### config.mk
export PLATFORM = sky130hd
export DESIGN_NAME = two_wire_write_waveform_generator_flat
export DESIGN_NICKNAME = d
export VERILOG_FILES = /design/src/rtl/core/twwg_pkg.sv /design/src/rtl/core/twwg_in_if.sv /design/src/rtl/core/twwg_out_if.sv /design/src/rtl/core/two_wire_write_waveform_generator.sv /design/src/flat_wrapper.sv
export SDC_FILE = /design/constraint.sdc
export NUM_CORES = 1
export LEC_CHECK = 0
export BUFFER_PORTS_ARGS = -buffer_cell sky130_fd_sc_hd__buf_2
export CAP_MARGIN = 20
export CORE_UTILIZATION = 30
export DETAILED_ROUTE_END_ITERATION = 10
export HOLD_SLACK_MARGIN = 0.06
export PLACE_DENSITY_LB_ADDON = 0.05
export SYNTH_ARGS = -nofsm -noshare
export SYNTH_HDL_FRONTEND = slang
export SYNTH_SLANG_ARGS = --single-unit
### constraint.sdc
create_clock -name clk -period 2 [get_ports clk]
set_clock_uncertainty 0.15 [all_clocks]
set_input_delay 0.1 -clock clk [delete_from_list [all_inputs] [get_ports clk]]
set_output_delay 0.1 -clock clk [all_outputs]
set_load 0.05 [all_outputs]
### src/rtl/core/twwg_pkg.sv
package twwg_pkg;

  // Command codes
  localparam logic [2:0] CMD_START  = 3'd0;
  localparam logic [2:0] CMD_STOP   = 3'd1;
  localparam logic [2:0] CMD_BYTE   = 3'd2;
  localparam logic [2:0] CMD_NIBBLE = 3'd3;
  localparam logic [2:0] CMD_BIT    = 3'd4;
  localparam logic [2:0] CMD_WORD   = 3'd5;

  // Configuration register indexes
  localparam logic CFG_BIT_HALF_PERIOD = 1'b0;
  localparam logic CFG_EDGE_SETUP_TIME = 1'b1;

  localparam logic [7:0] BIT_HALF_PERIOD_RST = 8'd1;
  localparam logic [7:0] EDGE_SETUP_TIME_RST = 8'd4;

  // Bit shifter: a word is two bytes, each followed by an ack bit
  localparam int SHIFT_W = 18;
  localparam int COUNT_W = 5;

  // Phase codes within one bit or one start/stop condition
  localparam logic [1:0] PH_SETUP = 2'd0;
  localparam logic [1:0] PH_HIGH  = 2'd1;
  localparam logic [1:0] PH_LOW   = 2'd2;

  typedef logic [2:0]  cmd_t;
  typedef logic [15:0] payload_t;
  typedef logic [7:0]  ticks_t;

endpackage

### src/rtl/core/twwg_in_if.sv
interface twwg_in_if;
  logic              valid;
  logic              ready;
  twwg_pkg::cmd_t     cmd;
  twwg_pkg::payload_t payload;

  modport source (output valid, output cmd, output payload, input ready);
  modport sink (input valid, input cmd, input payload, output ready);
endinterface

### src/rtl/core/twwg_out_if.sv
interface twwg_out_if;
  logic             valid;
  logic             ready;
  logic             clock_level;
  logic             data_level;
  twwg_pkg::ticks_t hold_ticks;
  logic             last_phase;

  modport source (output valid, output clock_level, output data_level,
                  output hold_ticks, output last_phase, input ready);
  modport sink (input valid, input clock_level, input data_level,
                input hold_ticks, input last_phase, output ready);
endinterface

### src/rtl/core/two_wire_write_waveform_generator.sv
// Write-only two-wire bus waveform generator. Each command beat on in_bus
// (start, stop, byte plus ack, nibble, single bit, or word as two acked
// bytes) produces a list of pin-phase beats on out_bus giving clock level,
// data level and hold ticks; last_phase marks the final beat of a command.
// Data bits are loaded into an 18-bit shift register and leave it MSB
// first, one bit per three output beats, so a command yields one beat per
// cycle when the sink is ready: 3 beats for start, stop or a single bit,
// 12 for a nibble, 27 for a byte and 54 for a word. A new command is
// taken once the final beat of the previous one sits in the output
// register. Codes 6 and 7 are accepted and produce nothing.
// bit_half_period and edge_setup_time are written through
// cfg_we/cfg_idx/cfg_data; the user must write them only while idle,
// as the block itself does not enforce it.
module two_wire_write_waveform_generator (
  input  logic             clk,
  input  logic             rst_n,
  input  logic             cfg_we,
  input  logic             cfg_idx,
  input  logic [7:0]       cfg_data,
  twwg_in_if.sink          in_bus,
  twwg_out_if.source       out_bus
);

  logic [7:0] half_r;
  logic [7:0] edge_r;

  logic                              busy_r;
  logic                              cond_r;
  logic                              is_stop_r;
  logic [twwg_pkg::SHIFT_W-1:0]      sh_r;
  logic [twwg_pkg::COUNT_W-1:0]      left_r;
  logic [1:0]                        ph_r;

  logic       out_valid_r;
  logic       out_clk_r;
  logic       out_dat_r;
  logic [7:0] out_hold_r;
  logic       out_last_r;

  logic       in_fire;
  logic       gen;
  logic       clk_nxt;
  logic       dat_nxt;
  logic [7:0] hold_nxt;
  logic       last_nxt;
  logic [twwg_pkg::SHIFT_W-1:0] load_sh;
  logic [twwg_pkg::COUNT_W-1:0] load_left;
  logic       load_busy;
  logic       load_cond;

  assign in_bus.ready = !busy_r;
  assign in_fire      = in_bus.valid && !busy_r;
  assign gen          = busy_r && (!out_valid_r || out_bus.ready);

  // Drive the output register
  assign out_bus.valid       = out_valid_r;
  assign out_bus.clock_level = out_clk_r;
  assign out_bus.data_level  = out_dat_r;
  assign out_bus.hold_ticks  = out_hold_r;
  assign out_bus.last_phase  = out_last_r;

  // Decode a command into shifter contents and bit count
  always_comb begin
    load_sh   = '0;
    load_left = '0;
    load_busy = 1'b1;
    load_cond = 1'b0;
    case (in_bus.cmd)
      twwg_pkg::CMD_START, twwg_pkg::CMD_STOP: begin
        load_cond = 1'b1;
      end
      twwg_pkg::CMD_BYTE: begin
        load_sh   = {in_bus.payload[7:0], 1'b0, 9'd0};
        load_left = twwg_pkg::COUNT_W'(9);
      end
      twwg_pkg::CMD_NIBBLE: begin
        load_sh   = {in_bus.payload[3:0], 14'd0};
        load_left = twwg_pkg::COUNT_W'(4);
      end
      twwg_pkg::CMD_BIT: begin
        load_sh   = {in_bus.payload[0], 17'd0};
        load_left = twwg_pkg::COUNT_W'(1);
      end
      twwg_pkg::CMD_WORD: begin
        load_sh   = {in_bus.payload[15:8], 1'b0, in_bus.payload[7:0], 1'b0};
        load_left = twwg_pkg::COUNT_W'(18);
      end
      default: begin
        load_busy = 1'b0;
      end
    endcase
  end

  // Form the next pin phase
  always_comb begin
    clk_nxt  = 1'b0;
    dat_nxt  = 1'b0;
    hold_nxt = 8'd0;
    last_nxt = 1'b0;
    if (cond_r) begin
      last_nxt = (ph_r == twwg_pkg::PH_LOW);
      case (ph_r)
        twwg_pkg::PH_SETUP: begin
          clk_nxt  = !is_stop_r;
          dat_nxt  = !is_stop_r;
          hold_nxt = edge_r;
        end
        twwg_pkg::PH_HIGH: begin
          clk_nxt  = 1'b1;
          dat_nxt  = 1'b0;
          hold_nxt = edge_r;
        end
        default: begin
          clk_nxt  = is_stop_r;
          dat_nxt  = is_stop_r;
          hold_nxt = 8'd0;
        end
      endcase
    end else begin
      clk_nxt  = (ph_r == twwg_pkg::PH_HIGH);
      dat_nxt  = sh_r[twwg_pkg::SHIFT_W-1];
      hold_nxt = (ph_r == twwg_pkg::PH_LOW) ? 8'd0 : half_r;
      last_nxt = (ph_r == twwg_pkg::PH_LOW) && (left_r == twwg_pkg::COUNT_W'(1));
    end
  end

  // Hold configuration registers
  always_ff @(posedge clk) begin
    if (!rst_n) begin
      half_r <= twwg_pkg::BIT_HALF_PERIOD_RST;
      edge_r <= twwg_pkg::EDGE_SETUP_TIME_RST;
    end else if (cfg_we) begin
      case (cfg_idx)
        twwg_pkg::CFG_BIT_HALF_PERIOD: half_r <= cfg_data;
        twwg_pkg::CFG_EDGE_SETUP_TIME: edge_r <= cfg_data;
        default: ;
      endcase
    end
  end

  // Advance the sequencer and shifter
  always_ff @(posedge clk) begin
    if (!rst_n) begin
      busy_r <= 1'b0;
      ph_r   <= twwg_pkg::PH_SETUP;
      cond_r <= 1'b0;
    end else if (in_fire) begin
      busy_r    <= load_busy;
      cond_r    <= load_cond;
      is_stop_r <= (in_bus.cmd == twwg_pkg::CMD_STOP);
      sh_r      <= load_sh;
      left_r    <= load_left;
      ph_r      <= twwg_pkg::PH_SETUP;
    end else if (gen) begin
      if (ph_r == twwg_pkg::PH_LOW) begin
        ph_r   <= twwg_pkg::PH_SETUP;
        sh_r   <= {sh_r[twwg_pkg::SHIFT_W-2:0], 1'b0};
        left_r <= left_r - twwg_pkg::COUNT_W'(1);
        if (last_nxt) begin
          busy_r <= 1'b0;
        end
      end else begin
        ph_r <= ph_r + 2'd1;
      end
    end
  end

  // Load or drop the output beat
  always_ff @(posedge clk) begin
    if (!rst_n) begin
      out_valid_r <= 1'b0;
    end else if (gen) begin
      out_valid_r <= 1'b1;
    end else if (out_bus.ready) begin
      out_valid_r <= 1'b0;
    end
  end

  always_ff @(posedge clk) begin
    if (gen) begin
      out_clk_r  <= clk_nxt;
      out_dat_r  <= dat_nxt;
      out_hold_r <= hold_nxt;
      out_last_r <= last_nxt;
    end
  end

  // Checks
  a_phase_code: assert property (@(posedge clk) disable iff (!rst_n)
    ph_r != 2'd3)
    else $error("phase counter out of range");

  a_bits_left: assert property (@(posedge clk) disable iff (!rst_n)
    (busy_r && !cond_r) |-> (left_r != '0))
    else $error("bit mode busy with no bits left");

  a_cmd_busy: assert property (@(posedge clk) disable iff (!rst_n)
    (in_fire && (in_bus.cmd == twwg_pkg::CMD_START || in_bus.cmd == twwg_pkg::CMD_STOP ||
     in_bus.cmd == twwg_pkg::CMD_BYTE || in_bus.cmd == twwg_pkg::CMD_NIBBLE ||
     in_bus.cmd == twwg_pkg::CMD_BIT || in_bus.cmd == twwg_pkg::CMD_WORD)) |=> busy_r)
    else $error("valid command did not start the sequencer");

  a_last_hold: assert property (@(posedge clk) disable iff (!rst_n)
    (out_valid_r && out_last_r) |-> (out_hold_r == 8'd0))
    else $error("final phase carries a hold time");

  a_idle_after_last: assert property (@(posedge clk) disable iff (!rst_n)
    (gen && last_nxt) |=> !busy_r)
    else $error("sequencer busy after final phase");

endmodule
### src/flat_wrapper.sv
// flat-port wrapper written by rule: the top's interface ports become plain ports
module two_wire_write_waveform_generator_flat 
  (clk, rst_n, cfg_we, cfg_idx, cfg_data, in_bus_valid, in_bus_cmd, in_bus_payload, in_bus_ready, out_bus_valid, out_bus_clock_level, out_bus_data_level, out_bus_hold_ticks, out_bus_last_phase, out_bus_ready);
  twwg_in_if in_bus_i ();
  twwg_out_if out_bus_i ();
  input  logic clk;
  input  logic rst_n;
  input  logic cfg_we;
  input  logic cfg_idx;
  input  logic [7:0] cfg_data;
  input wire logic [$bits(in_bus_i.valid)-1:0] in_bus_valid;
  input wire logic [$bits(in_bus_i.cmd)-1:0] in_bus_cmd;
  input wire logic [$bits(in_bus_i.payload)-1:0] in_bus_payload;
  output wire logic [$bits(in_bus_i.ready)-1:0] in_bus_ready;
  output wire logic [$bits(out_bus_i.valid)-1:0] out_bus_valid;
  output wire logic [$bits(out_bus_i.clock_level)-1:0] out_bus_clock_level;
  output wire logic [$bits(out_bus_i.data_level)-1:0] out_bus_data_level;
  output wire logic [$bits(out_bus_i.hold_ticks)-1:0] out_bus_hold_ticks;
  output wire logic [$bits(out_bus_i.last_phase)-1:0] out_bus_last_phase;
  input wire logic [$bits(out_bus_i.ready)-1:0] out_bus_ready;
  assign in_bus_i.valid = in_bus_valid;
  assign in_bus_i.cmd = in_bus_cmd;
  assign in_bus_i.payload = in_bus_payload;
  assign in_bus_ready = in_bus_i.ready;
  assign out_bus_valid = out_bus_i.valid;
  assign out_bus_clock_level = out_bus_i.clock_level;
  assign out_bus_data_level = out_bus_i.data_level;
  assign out_bus_hold_ticks = out_bus_i.hold_ticks;
  assign out_bus_last_phase = out_bus_i.last_phase;
  assign out_bus_i.ready = out_bus_ready;
  two_wire_write_waveform_generator u_core (.clk(clk), .rst_n(rst_n), .cfg_we(cfg_we), .cfg_idx(cfg_idx), .cfg_data(cfg_data), .in_bus(in_bus_i), .out_bus(out_bus_i));
endmodule
Word-level counts from Yosys, hierarchy flattened

Index checks and enable logic that the tools add are counted.

Output and inout bits: 13
Logic and storage cells: 72
Register bits after elaboration: 56

Equality and inequality tests: 8
Multiplexer cells: 25
Reduce and logical (&&, ||, !) cells: 22
$add $sub $neg: 2
Bitwise operators: 2

Operator list:

| operator              | number |
|---|---|
| $pmux W18 S4          | 1 |
| $mux W18              | 3 |
| $mux W8               | 3 |
| $pmux W5 S4           | 1 |
| $mux W5               | 3 |
| $mux W1               | 11 |
| $reduce_bool A2 Y1    | 4 |
| $eq A3 B2 Y1 const B  | 2 |
| $eq A3 B3 Y1 const B  | 2 |
| $reduce_and A2 Y1     | 3 |
| $reduce_and A3 Y1     | 2 |
| $reduce_or A2 Y1      | 3 |
| $reduce_or A6 Y1      | 1 |
| $eq A5 B1 Y1 const B  | 1 |
| $sub A5 B1 Y5 const B | 1 |
| $pmux W1 S2           | 2 |
| $eq A3 B1 Y1 const B  | 1 |
| $logic_and A1 B1 Y1   | 3 |
| $logic_not A1 Y1      | 3 |
| $logic_not A3 Y1      | 1 |
| $add A2 B1 Y2 const B | 1 |
| $eq A2 B1 Y1 const B  | 1 |
| $eq A2 B2 Y1 const B  | 1 |
| $logic_not A2 Y1      | 1 |
| other kinds (3)       | 4 |

Depth between registers and ports, before layout

Depth in word-level cells: 7
Mapped depth: 6
Depth with buffers taken out: 5

Worst setup path after synthesis

Ideal clock, no wire load.

Path type: reg2reg
Start point: register u_core.out_valid_r (netlist: u_core.out_bus.valid)
End point: register u_core.left_r[0] in the netlist's numbering (enable)
Arrival time: 1.607 ns
Setup time: 0.381 ns
Stages on the path, launching flop included: 5
Path buffers: 0
Period minus slack after synthesis: 2.138 ns
Setup slack: -0.138 ns
Cell sequence: dfxtp_1 -> nor2b_1 -> nand2b_1 -> o21ai_0 -> and2_1

Cells in the longest elaborated chain, start to end: 5

Ends and longest elaborated chain:

| item                         | RTL line                                 | RTL |
|---|---|---|
| start, declared              | two_wire_write_waveform_generator.sv:34  | `logic out_valid_r;` |
| start signal, assigned       | two_wire_write_waveform_generator.sv:171 | `out_valid_r <= 1'b0;` |
| start signal, assigned       | two_wire_write_waveform_generator.sv:173 | `out_valid_r <= 1'b1;` |
| start signal, assigned       | two_wire_write_waveform_generator.sv:175 | `out_valid_r <= 1'b0;` |
| $logic_not A1 Y1             | two_wire_write_waveform_generator.sv:53  | `assign gen = busy_r && (!out_valid_r \|\| out_bus.ready);` |
| $logic_or A1 B1 Y1           | two_wire_write_waveform_generator.sv:53  |  |
| $logic_and A1 B1 Y1          | two_wire_write_waveform_generator.sv:53  |  |
| $reduce_bool A2 Y1 (no line) | --                                       |  |
| $reduce_and A3 Y1 (no line)  | --                                       |  |
| end signal, assigned         | two_wire_write_waveform_generator.sv:152 | `left_r <= load_left;` |
| end signal, assigned         | two_wire_write_waveform_generator.sv:158 | `left_r <= left_r - twwg_pkg::COUNT_W'(1);` |
| end, declared                | two_wire_write_waveform_generator.sv:31  | `logic [twwg_pkg::COUNT_W-1:0] left_r;` |

Every way passes these cells.
A chain may end at the register's enable or synchronous reset.

Worst setup path after layout

Start point: input port out_bus_ready
End point: register u_core.sh_r[16] in the netlist's numbering (enable)

Cells in the longest elaborated chain, start to end: 4

Ends and longest elaborated chain:

| item                         | RTL line                                 | RTL |
|---|---|---|
| start, declared              | flat_wrapper.sv:20                       | `input wire logic [$bits(out_bus_i.ready)-1:0] out_bus_ready;` |
| $logic_or A1 B1 Y1           | two_wire_write_waveform_generator.sv:53  |  |
| $logic_and A1 B1 Y1          | two_wire_write_waveform_generator.sv:53  |  |
| $reduce_bool A2 Y1 (no line) | --                                       |  |
| $reduce_and A3 Y1 (no line)  | --                                       |  |
| end signal, assigned         | two_wire_write_waveform_generator.sv:151 | `sh_r <= load_sh;` |
| end signal, assigned         | two_wire_write_waveform_generator.sv:157 | `sh_r <= {sh_r[twwg_pkg::SHIFT_W-2:0], 1'b0};` |
| end, declared                | two_wire_write_waveform_generator.sv:30  | `logic [twwg_pkg::SHIFT_W-1:0] sh_r;` |

Every way passes these cells.

==> metrics.json <==
{
  "result_of_the_run": "complete, no violations",
  "layout_min_cycle_time_ns": 1.80,
  "holdWs_ns": 0.0686,
  "detail-route-antenna-nets": 0,
  "crit_chain": "dlygate4sd3_1 -> buf_2 -> nor2b_1 -> nand2b_1 -> o21ai_0 -> and2_2 -> buf_12",
  "floorplan.die_area_um2": 8950,
  "startpoint_type": "primary input",
  "clkSlewWorstSetupHoldPaths_ns": 0.11,
  "ctsLongestPathBuffers": 2,
  "fillerInstances": 872,
  "antenna_found_initial": 0,
  "worst_hold_path_type": "primary input to register",
  "tns_ns": 0,
  "required_ns": 1.93,
  "drc": 0,
  "ctsHoldBuffers": 27,
  "floorplan.rows": 33,
  "setup.worst_path.class": "primary input to register",
  "max-vdd-ir-drop_uv": 276,
  "grt_start_max_net_pins": 25,
  "synth_fp_nets": 299,
  "critPathCaptureType": "register",
  "critical-path-max-stage-delay_ns": 0.53,
  "cellLeakagePower_nw": 1.28,
  "critPathMaxFanout": 17,
  "report.final.hold_viol_count": 0,
  "clk-insertion-delay-late_ns": 0.31,
  "grt_overflow_total": 0,
  "max_clock_freq_mhz": 555,
  "mappedNetlistArea_um2": 2570,
  "ys.warnings.count": 0,
  "finish.net_count": 370,
  "postCtsSetupRepairBufs": 0,
  "n_antenna_cell": 0,
  "routed_wire_length_per_instance_um": 14.9,
  "synth.avg_cell_area_um2": 9.74,
  "ff_latch_area_um2": 1440,
  "route.detailed.vias_per_inst": 4.76,
  "cts_tree": "done",
  "grt_setup_unrepaired": "false",
  "netlist.top_cell.by_area": "edfxtp_1",
  "yosysUniqueCellTypes": 35,
  "synth_top_cell_area_share_pct": 39.7,
  "groute.usage.overall_pct": 15.4,
  "gpl.final_weighted_congestion": 0.740,
  "report.final.setup_viol": 0,
  "postSynthRegisterBits": 55,
  "vias": 2097,
  "clock-root-buffer": "clkbuf_8",
  "multi_input_gate_area_in_the_final_layout_um2": 1000,
  "period_share_pct": 90.0,
  "floorplan.io_pins": 46,
  "h-tree-depth": 2,
  "grt_pass1_wl_um": 10300,
  "post-dp-hpwl_um": 4460,
  "power.density_cell_area_nw_per_um2": 704,
  "syn_inst": 264,
  "cts_resized": 0,
  "critical_path_arrival_ns": 1.73,
  "place.port_buffers": 45,
  "cts_buffers": 5,
  "post_synth_main_area_contributors": "edfxtp_1 40%, dfxtp_1 16%, nand2_1 10%, nand3_1 4.7%, a21boi_0 3.5%",
  "relative_max_transition_margin_pct": 66.7,
  "floorplan.core_area_um2": 8260,
  "dr.pass1.iters": 5,
  "routed_wl_um": 6550,
  "initial_core_util_pct": 31.1,
  "timing_max_transition_violations_final": 0,
  "drv.max_cap_violation_count": 0,
  "clock_sink_count": 55,
  "first_global_vias": 1984,
  "max_slew.worst_pin.slew_ns": 0.499,
  "worst_path_max_delay_cell": "dlygate4sd3_1",
  "syn2layout_area_growth_pct": 26.8,
  "drt_iter0_markers": 56,
  "die_w_um": 94.6,
  "share_of_layout_cells_above_drive_strength_1_pct": 20.2,
  "synth_sequential_area_ratio_pct": 56.1,
  "dieHeight_um": 94.6
}
## critical path, delay by kind of cell
family / cells / cell delay (ns)
buffers and inverters: 3 / 0.83
and+or+nand+nor: 3 / 0.67
AOI/OAI and AO/OA: 1 / 0.12
## state kept, by name, indices dropped and copies added (netlist names), 2 cells and up
signal,cells
u_core.half_r,8
u_core.out_bus.hold_ticks,8
u_core.edge_r,8
u_core.sh_r,17
u_core.ph_r,2
u_core.left_r,5
## cell usage after synthesis (all sizes together)
cell type   n
a21boi     14
nor3b       1
and2        4
dfxtp      21
a32oi       2
o31ai       1
o21ai      15
a22oi       4
edfxtp     34
a31oi       4
buf        10
nor2b       5
and2b       3
and3b       1
and3        1
a21o        5
or3         2
nand3      24
clkbuf      6
o22ai       2
nand2      71
nand2b      3
ha          2
a21oi      10
inv         6
nor3        2
nor2        6
xnor2       4
o21a        1
## logic make-up (layout without fill, tap and decap cells)
logic type	Yosys count	in the layout	share of synthesized area, %
buffers and inverters	22	94	5.01
DFF	55	55	56.1
adders and majority gates	2	2	0.973
xor gates and xnor gates	4	4	1.36
and+or+nand+nor	123	123	22.1
AOI/OAI and AO/OA	58	58	14.5
## path summary, 6_finish.rpt
check	startpoint	end	slack, ns	cells after the start
worst min-delay path	rst_n	u_core.half_r[0]$_SDFFE_PN1P_	0.07	3
worst min register to register	u_core.edge_r[7]$_SDFFE_PN0P_	u_core.edge_r[7]$_SDFFE_PN0P_	0.32	2
worst max-delay path	out_bus_ready	u_core.sh_r[16]$_DFFE_PP_	0.20	7
worst max register to register	u_core.out_bus.valid$_SDFFE_PN0P_	u_core.sh_r[16]$_DFFE_PP_	0.24	5
## final cells by class
type | count | area share, %
Clock buffer | 5 | 2.11
Clock inverter | 3 | 0.768
Timing Repair Buffer | 80 | 17.4
Multi-Input combinational cell | 187 | 30.7
Tap cell | 105 | 4.03
Sequential cell | 55 | 44.2
Inverter | 6 | 0.691
## power breakdown
part	internal, mW	switching, mW
Sequential	1.27	0.0214
Combinational	0.141	0.220
Clock	0.252	0.390
## cells in the final DEF, fill, tap and decap left out, types with 5 or more instances in the layout
cell type / count
buf_2: 45
o21ai_0: 13
a21oi_1: 10
nand2_1: 71
dfxtp_1: 21
clkbuf_8: 5
dlygate4sd3_1: 27
a21boi_0: 12
nand3_1: 24
nor2_1: 6
inv_1: 6
a21o_1: 5
edfxtp_1: 34
buf_4: 7
## routing by layer
layer	vias to the layer above	part of all wire [%]	GRT usage, %
li1	1057	-	-
met1	993	50	21.2
met2	45	46	24.4
met3	2	4.0	3.38
met4	0	0.63	4.29
met5	-	0	0
## through the flow
stage                     cell area (um2)  cells  setup WS [ns]  total power, mW  util (%)
after floorplan                      2570    264         0.0981             1.53         -
after global placement               2900    406          0.287             1.64      35.1
after detailed placement             2900    406          0.252             1.64      35.1
after CTS                            3260    441          0.220             2.33      39.5
after global routing                 3260    441         0.0671             2.40      39.5
final                                3260    441          0.199             2.29      39.5
No activity file was read; power rests on OpenSTA's default activity.
